==> config.mk <==
export PLATFORM = sky130hd
export DESIGN_NAME = tile_footprint_zone_match
export DESIGN_NICKNAME = d
export VERILOG_FILES = /design/src/hdl/tfzm_pkg.sv /design/src/hdl/tile_footprint_zone_match.sv /design/src/hdl/tfzm_mem.sv /design/src/hdl/tfzm_match.sv /design/src/hdl/tfzm_scan.sv
export SDC_FILE = /design/constraint.sdc
export NUM_CORES = 2
export LEC_CHECK = 0
export ABC_CLOCK_PERIOD_IN_PS = 4200
export BUFFER_PORTS_ARGS = -buffer_cell sky130_fd_sc_hd__buf_2
export CAP_MARGIN = 20
export CORE_MARGIN = 3
export CORE_UTILIZATION = 29
export CTS_CLUSTER_SIZE = 14
export DETAILED_ROUTE_END_ITERATION = 16
export GPL_TIMING_DRIVEN = 0
export SYNTH_ARGS = -nofsm -noshare
export SYNTH_HDL_FRONTEND = slang
export SYNTH_SLANG_ARGS = --single-unit
==> constraint.sdc <==
create_clock -name clk_i -period 4.2 [get_ports clk_i]
set_input_delay 0.84 -clock clk_i [delete_from_list [all_inputs] [get_ports clk_i]]
set_output_delay 0.84 -clock clk_i [all_outputs]
set_load 0.01 [all_outputs]
==> src/hdl/tfzm_pkg.sv <==
package tfzm_pkg;

  localparam logic FUNC_WRITE = 1'b0;
  localparam logic FUNC_QUERY = 1'b1;

  localparam logic [7:0] NO_TILE    = 8'hFF;
  localparam logic [3:0] FRAC_LIMIT = 4'd8;

  typedef struct packed {
    logic              func;
    logic [5:0]        slot;
    logic [7:0]        cell_x;
    logic [7:0]        cell_y;
    logic [7:0]        zone_kind;
    logic [7:0]        zone_entry;
    logic signed [15:0] pixel_x;
    logic signed [15:0] pixel_y;
  } in_t;

  typedef struct packed {
    logic       hit;
    logic [7:0] zone_type;
    logic [7:0] entry_index;
  } out_t;

  typedef struct packed {
    logic [7:0] index;
    logic [7:0] kind;
    logic [7:0] y;
    logic [7:0] x;
  } entry_t;

  typedef struct packed {
    logic [3:0][7:0] tx;
    logic [3:0][7:0] ty;
  } tiles_t;

  typedef enum logic {
    ST_IDLE,
    ST_SCAN
  } state_e;

endpackage

==> src/hdl/tile_footprint_zone_match.sv <==
// Trigger-zone lookup over a table of tile cells.
// Input: an item transfers at a clock edge with start high and busy low.
//   func = write stores cell_x, cell_y, zone_kind, zone_entry at slot; no
//   result, busy stays low. Slots at or above MAX_ENTRIES are dropped.
//   func = query forms up to four covered 16-pixel tiles from pixel_x and
//   pixel_y and scans entries 0 .. min(entry_count, MAX_ENTRIES)-1 in order.
// Result: valid_o is high for one cycle with result_o (hit, zone_type,
//   entry_index); the receiver cannot hold it off, and the next item may
//   transfer in that same cycle. On a miss the last matched type and index
//   are repeated.
// Scan: with n = min(entry_count, MAX_ENTRIES), one table read per cycle goes
//   through the single memory read port, stopping at the first match or after
//   entry n-1. busy stays high through the scan and falls in the result cycle;
//   a query with n = 0 returns next cycle and keeps busy low.
// Configuration: cfg_we_i writes entry_count from cfg_wdata_i; the user must
//   write it only while idle, which the block itself does not enforce.
// Reset: clears the scan control, entry_count and the last type and index;
//   the table is undefined until written.
module tile_footprint_zone_match #(
  parameter int MAX_ENTRIES = 64
) (
  input  logic                clk_i,
  input  logic                rst_ni,
  input  logic                start,
  output logic                busy,
  input  tfzm_pkg::in_t       item_i,
  input  logic                cfg_we_i,
  input  logic [6:0]          cfg_wdata_i,
  output logic                valid_o,
  output tfzm_pkg::out_t      result_o
);

  localparam int AW = (MAX_ENTRIES > 1) ? $clog2(MAX_ENTRIES) : 1;
  localparam int CW = $clog2(MAX_ENTRIES + 1);
  localparam logic [7:0] MaxE = 8'(MAX_ENTRIES);

  logic [6:0]       entry_count_q;
  logic             accept;
  logic             go;
  logic             wr_en;
  logic [AW-1:0]    wr_addr;
  tfzm_pkg::entry_t wr_data;
  logic             rd_en;
  logic [AW-1:0]    rd_addr;
  tfzm_pkg::entry_t rd_data;

  always_ff @(posedge clk_i or negedge rst_ni) begin
    if (!rst_ni) begin
      entry_count_q <= 7'd0;
    end else if (cfg_we_i) begin
      entry_count_q <= cfg_wdata_i;
    end
  end

  assign accept  = start && !busy;
  assign go      = accept && (item_i.func == tfzm_pkg::FUNC_QUERY);
  assign wr_en   = accept && (item_i.func == tfzm_pkg::FUNC_WRITE) &&
                   (8'(item_i.slot) < MaxE);
  assign wr_addr = AW'(item_i.slot);
  assign wr_data = '{index: item_i.zone_entry, kind: item_i.zone_kind,
                     y: item_i.cell_y, x: item_i.cell_x};

  tfzm_mem #(
    .DEPTH (MAX_ENTRIES),
    .AW    (AW)
  ) u_mem (
    .clk_i   (clk_i),
    .we_i    (wr_en),
    .waddr_i (wr_addr),
    .wdata_i (wr_data),
    .re_i    (rd_en),
    .raddr_i (rd_addr),
    .rdata_o (rd_data)
  );

  tfzm_scan #(
    .MAX_ENTRIES (MAX_ENTRIES),
    .AW          (AW),
    .CW          (CW)
  ) u_scan (
    .clk_i         (clk_i),
    .rst_ni        (rst_ni),
    .go_i          (go),
    .item_i        (item_i),
    .entry_count_i (entry_count_q),
    .rd_data_i     (rd_data),
    .busy_o        (busy),
    .rd_en_o       (rd_en),
    .rd_addr_o     (rd_addr),
    .valid_o       (valid_o),
    .result_o      (result_o)
  );

endmodule

==> src/hdl/tfzm_mem.sv <==
module tfzm_mem #(
  parameter int DEPTH = 64,
  parameter int AW    = 6
) (
  input  logic                clk_i,
  input  logic                we_i,
  input  logic [AW-1:0]       waddr_i,
  input  tfzm_pkg::entry_t    wdata_i,
  input  logic                re_i,
  input  logic [AW-1:0]       raddr_i,
  output tfzm_pkg::entry_t    rdata_o
);

  tfzm_pkg::entry_t mem_q [DEPTH];
  tfzm_pkg::entry_t rdata_q;

  always_ff @(posedge clk_i) begin
    if (we_i) begin
      mem_q[waddr_i] <= wdata_i;
    end
  end

  always_ff @(posedge clk_i) begin
    if (re_i) begin
      rdata_q <= mem_q[raddr_i];
    end
  end

  assign rdata_o = rdata_q;

endmodule

==> src/hdl/tfzm_match.sv <==
module tfzm_match (
  input  tfzm_pkg::entry_t entry_i,
  input  tfzm_pkg::tiles_t tiles_i,
  output logic             match_o
);

  logic [3:0] tile_hit;

  always_comb begin
    for (int t = 0; t < 4; t++) begin
      tile_hit[t] = (tiles_i.tx[t] != tfzm_pkg::NO_TILE) &&
                    (tiles_i.tx[t] == entry_i.x) &&
                    (tiles_i.ty[t] == entry_i.y);
    end
  end

  assign match_o = |tile_hit;

endmodule

==> src/hdl/tfzm_scan.sv <==
module tfzm_scan #(
  parameter int MAX_ENTRIES = 64,
  parameter int AW          = 6,
  parameter int CW          = 7
) (
  input  logic             clk_i,
  input  logic             rst_ni,
  input  logic             go_i,
  input  tfzm_pkg::in_t    item_i,
  input  logic [6:0]       entry_count_i,
  input  tfzm_pkg::entry_t rd_data_i,
  output logic             busy_o,
  output logic             rd_en_o,
  output logic [AW-1:0]    rd_addr_o,
  output logic             valid_o,
  output tfzm_pkg::out_t   result_o
);

  localparam logic [7:0] MaxE = 8'(MAX_ENTRIES);

  tfzm_pkg::state_e state_q, state_d;
  tfzm_pkg::tiles_t tiles_q, tiles_d, tiles_new;
  logic [CW-1:0]    idx_q, idx_d;
  logic [CW-1:0]    n_q, n_d, n_new;
  logic             pend_q, pend_d;
  logic             pend_last_q, pend_last_d;
  logic             valid_q, valid_d;
  logic             hit_q, hit_d;
  logic [7:0]       last_type_q, last_type_d;
  logic [7:0]       last_index_q, last_index_d;
  logic             match;
  logic             finish;
  logic             issue;
  logic [7:0]       cnt_ext;
  logic [7:0]       bx, by;
  logic             x_frac, y_frac;

  tfzm_match u_match (
    .entry_i (rd_data_i),
    .tiles_i (tiles_q),
    .match_o (match)
  );

  always_comb begin
    bx     = item_i.pixel_x[11:4];
    by     = item_i.pixel_y[11:4];
    x_frac = item_i.pixel_x[3:0] != 4'd0;
    y_frac = item_i.pixel_y[3:0] > tfzm_pkg::FRAC_LIMIT;
    tiles_new.tx[0] = bx;
    tiles_new.ty[0] = by;
    for (int t = 1; t < 4; t++) begin
      tiles_new.tx[t] = tfzm_pkg::NO_TILE;
      tiles_new.ty[t] = tfzm_pkg::NO_TILE;
    end
    if (x_frac) begin
      tiles_new.tx[1] = bx + 8'd1;
      tiles_new.ty[1] = by;
    end
    if (y_frac) begin
      tiles_new.tx[2] = bx;
      tiles_new.ty[2] = by + 8'd1;
      if (x_frac) begin
        tiles_new.tx[3] = bx + 8'd1;
        tiles_new.ty[3] = by + 8'd1;
      end
    end
    cnt_ext = 8'(entry_count_i);
    n_new   = (cnt_ext > MaxE) ? CW'(MaxE) : CW'(cnt_ext);
  end

  assign finish = (state_q == tfzm_pkg::ST_SCAN) && pend_q && (match || pend_last_q);
  assign issue  = (state_q == tfzm_pkg::ST_SCAN) && !finish && (idx_q < n_q);

  // next state
  always_comb begin
    state_d = state_q;
    case (state_q)
      tfzm_pkg::ST_IDLE: begin
        if (go_i && (n_new != '0)) begin
          state_d = tfzm_pkg::ST_SCAN;
        end
      end
      tfzm_pkg::ST_SCAN: begin
        if (finish) begin
          state_d = tfzm_pkg::ST_IDLE;
        end
      end
      default: state_d = tfzm_pkg::ST_IDLE;
    endcase
  end

  // datapath and outputs
  always_comb begin
    tiles_d      = tiles_q;
    n_d          = n_q;
    idx_d        = idx_q;
    pend_d       = 1'b0;
    pend_last_d  = 1'b0;
    valid_d      = 1'b0;
    hit_d        = hit_q;
    last_type_d  = last_type_q;
    last_index_d = last_index_q;
    case (state_q)
      tfzm_pkg::ST_IDLE: begin
        if (go_i) begin
          tiles_d = tiles_new;
          n_d     = n_new;
          idx_d   = '0;
          hit_d   = 1'b0;
          valid_d = (n_new == '0);
        end
      end
      tfzm_pkg::ST_SCAN: begin
        if (finish) begin
          valid_d = 1'b1;
          if (match) begin
            hit_d        = 1'b1;
            last_type_d  = rd_data_i.kind;
            last_index_d = rd_data_i.index;
          end
        end else if (issue) begin
          pend_d      = 1'b1;
          pend_last_d = (idx_q == (n_q - CW'(1)));
          idx_d       = idx_q + CW'(1);
        end
      end
      default: ;
    endcase
  end

  assign busy_o    = (state_q != tfzm_pkg::ST_IDLE);
  assign rd_en_o   = issue;
  assign rd_addr_o = idx_q[AW-1:0];
  assign valid_o   = valid_q;
  assign result_o  = '{hit: hit_q, zone_type: last_type_q, entry_index: last_index_q};

  always_ff @(posedge clk_i or negedge rst_ni) begin
    if (!rst_ni) begin
      state_q      <= tfzm_pkg::ST_IDLE;
      idx_q        <= '0;
      pend_q       <= 1'b0;
      pend_last_q  <= 1'b0;
      valid_q      <= 1'b0;
      hit_q        <= 1'b0;
      last_type_q  <= 8'd0;
      last_index_q <= 8'd0;
    end else begin
      state_q      <= state_d;
      idx_q        <= idx_d;
      pend_q       <= pend_d;
      pend_last_q  <= pend_last_d;
      valid_q      <= valid_d;
      hit_q        <= hit_d;
      last_type_q  <= last_type_d;
      last_index_q <= last_index_d;
    end
  end

  always_ff @(posedge clk_i) begin
    tiles_q <= tiles_d;
    n_q     <= n_d;
  end

  a_valid_idle: assert property (@(posedge clk_i) disable iff (!rst_ni)
    valid_q |-> (state_q == tfzm_pkg::ST_IDLE))
    else $error("result strobe while scanning");

  a_pend_scan: assert property (@(posedge clk_i) disable iff (!rst_ni)
    pend_q |-> (state_q == tfzm_pkg::ST_SCAN))
    else $error("read pending outside scan");

  a_idx_bound: assert property (@(posedge clk_i) disable iff (!rst_ni)
    (state_q == tfzm_pkg::ST_SCAN) |-> (idx_q <= n_q))
    else $error("scan index beyond entry count");

  a_last_hold: assert property (@(posedge clk_i) disable iff (!rst_ni)
    (valid_q && !hit_q) |-> ($stable(last_type_q) && $stable(last_index_q)))
    else $error("last match changed on a miss");

endmodule

==> results by group <==
Yosys
  – Mapped Cells: 3421
  – Avg Cell Area, Syn: 24.5 um2
  – Synth top area share: 0.770
  – Yosys warnings: 0
  – Top FF cell, synth: edfxtp_1
  – Largest cells by area after synthesis: edfxtp_1 (77%), mux4_2 (18%), dfrtp_1 (1.0%), xnor2_1 (0.67%), clkbuf_1 (0.49%)
  – Synth Register Bits: 2186
  – Asr flop ratio synth: 0.0160
  – Cell variety after synth: 47
  – Number of flops mapped to enable cells by yosys: 2151
  – Cell accounting for the most synthesized area: edfxtp_1
  – Cell area after synthesis: 0.0839 mm2
  – Seq/Total Area, Yosys: 0.780
  – Syn_nets: 3514

Setup path
  – Crit path max-delay family: buffers and inverters
  – CP Max Fanout: 10
  – Critical Path Most Common Cell: mux4_2
  – CP max stage delay: 0.66 ns
  – CP bufs+invs: 4
  – CP required: 4.73 ns
  – Crit-path cells: clkbuf_1, clkbuf_2, buf_8, clkbuf_1, mux4_2, mux4_2, mux4_2
  – Kind of critical path: reg -> reg
  – CP endpoint kind: register
  – Slowest-stage cell, CP: mux4_2
  – CP Launch Type: register
  – Crit path arrival time: 4.68 ns

Die
  – Area of the die: 0.296 mm2
  – Num rows: 196
  – Initial core utilization: 0.293
  – Core area: 0.286 mm2
  – Die Y: 544 um
  – Io pins: 101
  – Die Width: 544 um

Drt
  – Via density: 5.03
  – Initial DRC Count: 5182
  – Routed Antenna Nets: 0
  – DRC violations left: 0
  – Routed via count: 39126
  – Drt first pass iters: 7
  – WL per Instance: 28.8 um
  – Final wirelength: 224000 um

Clock tree
  – Clock-pin slew on the worst setup and hold paths: 0.07 ns
  – H-tree depth: 4
  – Worst-case clock buffer depth: 3
  – Clock buffers created by TritonCTS: 207
  – CTS tree: yes
  – CTS root buf: clkbuf_16
  – Worst-Skew Late Latency: 0.87 ns
  – CTS Sinks: 2186

Global routing
  – Antenna violations before repair: 38
  – Gr ovfl total: 0
  – First-pass GRT wire length: 313000 um
  – Vias in the first global route: 39481
  – Largest net degree at the start of global routing: 65
  – GR Util All Layers: 0.151

Finish
  – Multi-input combinational cell area: 0.0181 mm2
  – Fraction of layout cells with a size suffix above 1: 0.327
  – Commonest non-fill, non-tap cells in the layout: edfxtp_1 (2151), mux4_2 (672), clkbuf_16 (207)
  – Storage cell area: 0.0655 mm2
  – Layout area overhead: 17.5%
  – Fin cells: 7773
  – FILL cells: 26239
  – Commonest non-fill, non-tap cell in the layout: edfxtp_1
  – NumNets Final: 3934
  – Fin util: 0.344

Timing
  – Setup Skew: 0.0690 ns
  – Worst hold margin: 0.212 ns
  – Max-slew headroom: 0.210
  – Final Max Slew Viols: 0
  – Hold Violations, Final: 0
  – Unrepaired setup endpoints after global routing: false
  – Final Cycle Share: 0.988
  – Total Neg Setup Slack: 0 ns
  – Slew of the pin with the lowest slew margin: 1.18 ns
  – # setup viols final: 0
  – Fmax achieved: 241 MHz
  – Crit path time final: 4.15 ns

Power and ir drop
  – Final Total Pwr: 60600 uW
  – Sequential Power Share: 0.407
  – Clock power share: 0.297
  – Int Power: 41900 uW
  – Sw power: 18700 uW
  – Peak supply drop: 0.000486 V
  – Pleak: 0.0298 uW
  – PD cells: 615 mW/mm2
  – Gate power share: 0.297
  – Sw frac: 0.308

Place
  – Dpl cells: 7362
  – Routability congestion estimate: 0.839
  – Dpl hpwl: 152000 um
  – IO Port Bufs: 88

Flow run
  – Maxcap violations: 0

Worst hold path
  – Worst min-delay path class: in -> reg

Status
  – Status: finished, final reports clean
## worst paths after layout
kind / cells after the start / slack [ns] / from / endpoint
worst max-delay path: 7 / 0.05 / u_scan.idx_q[1]$_DFFE_PN0P_ / u_mem.rdata_o[5]$_DFFE_PP_
worst min-delay path: 1 / 0.21 / item_i[11] / u_scan.tiles_q[7]$_DFFE_PP_
worst max register to register: 7 / 0.05 / u_scan.idx_q[1]$_DFFE_PN0P_ / u_mem.rdata_o[5]$_DFFE_PP_
worst min register to register: 1 / 0.48 / u_mem.rdata_o[27]$_DFFE_PP_ / u_scan.last_index_q[3]$_DFFE_PN0P_
max in group asynchronous: 3 / 3.25 / rst_ni / u_scan.idx_q[6]$_DFFE_PN0P_
min in group asynchronous: 2 / 0.41 / rst_ni / u_scan.hit_q$_DFFE_PN0P_
## repair_timing
action,in CTS,in global routing
buffers inserted,2,0
hold buffers,1,0
pin swaps,1,0
hold endpoints to repair,5,0
setup endpoints to repair,209,3
resized for setup,12,4
## power groups by stage
stage / Sequential (uW) / Combinational [uW] / Clock (uW)
detailed placement: 25100 / 17900 / 0
finish: 24600 / 18000 / 18000
CTS: 24600 / 18000 / 18300
global placement: 25100 / 17600 / 0
floorplan: 25000 / 10400 / 0
global route: 24600 / 18700 / 19200
## state kept, by name (all words and copies together), names as in the netlist
register,cells
u_mem.mem_q,2048
u_scan.tiles_q,64
u_mem.rdata_o,32
u_scan.last_index_q,8
u_scan.last_type_q,8
entry_count_q,7
u_scan.idx_q,7
u_scan.n_q,7
u_scan.busy_o,1
u_scan.hit_q,1
u_scan.pend_last_q,1
u_scan.pend_q,1
u_scan.valid_o,1
## through the flow
stage,worst slack (ns),area (um2)
floorplan,0.367,83900
CTS,0.0368,98000
detailed placement,-0.383,91600
global placement,-2.64,89000
finish,0.0499,98600
global route,0.0193,98500
## cell usage after synthesis, types with 2 or more instances
| cell type | count |
|---|---|
| mux2_2 | 23 |
| nand2_1 | 33 |
| buf_1 | 20 |
| xnor2_1 | 64 |
| mux4_2 | 672 |
| nand3_1 | 28 |
| buf_6 | 5 |
| nand2b_1 | 18 |
| nor2b_1 | 9 |
| mux2i_1 | 2 |
| or4_1 | 4 |
| or3_1 | 5 |
| buf_4 | 11 |
| a21oi_1 | 2 |
| nor3b_1 | 2 |
| nand4_1 | 25 |
| o21ai_0 | 4 |
| a22o_1 | 2 |
| buf_2 | 33 |
| or3b_2 | 2 |
| dfrtp_1 | 35 |
| nor3_1 | 12 |
| edfxtp_1 | 2151 |
| ha_1 | 11 |
| clkbuf_1 | 109 |
| nor4_1 | 3 |
| o211ai_1 | 3 |
| inv_1 | 13 |
| o21ai_1 | 2 |
| xor2_1 | 21 |
| nor2_1 | 75 |
| nand3b_1 | 4 |
| and3_1 | 4 |
## cell type report
cell class | count | area share
Clock buffer | 268 | 0.0551
Timing Repair Buffer | 211 | 0.0300
Multi-Input combinational cell | 1043 | 0.184
Sequential cell | 2186 | 0.664
Inverter | 14 | 0.000559
Buffer | 178 | 0.00823
Clock inverter | 99 | 0.0101
Tap cell | 3762 | 0.0478
Antenna cell | 12 | 0.000305
## cells by family after synthesis
family / after synthesis / share of synthesized area
flip-flops: 2186 / 0.780
multiplexers: 697 / 0.184
AO/OA/AOI/OAI: 22 / 0.00182
adder cells (fa/ha/maj): 11 / 0.00164
XOR/XNOR: 85 / 0.00887
buffers and inverters: 192 / 0.0100
AND/OR/NAND/NOR: 228 / 0.0135
## routing by layer
layer  track usage  vias to the layer above  routed length (um)
met5             0                        -                  53
met4        0.0443                       10                6850
met2         0.245                     1791              109000
met3        0.0346                      367               19700
met1         0.202                    21350               88500
li1              -                    15608                   -
(Power assumes the default switching activity.)
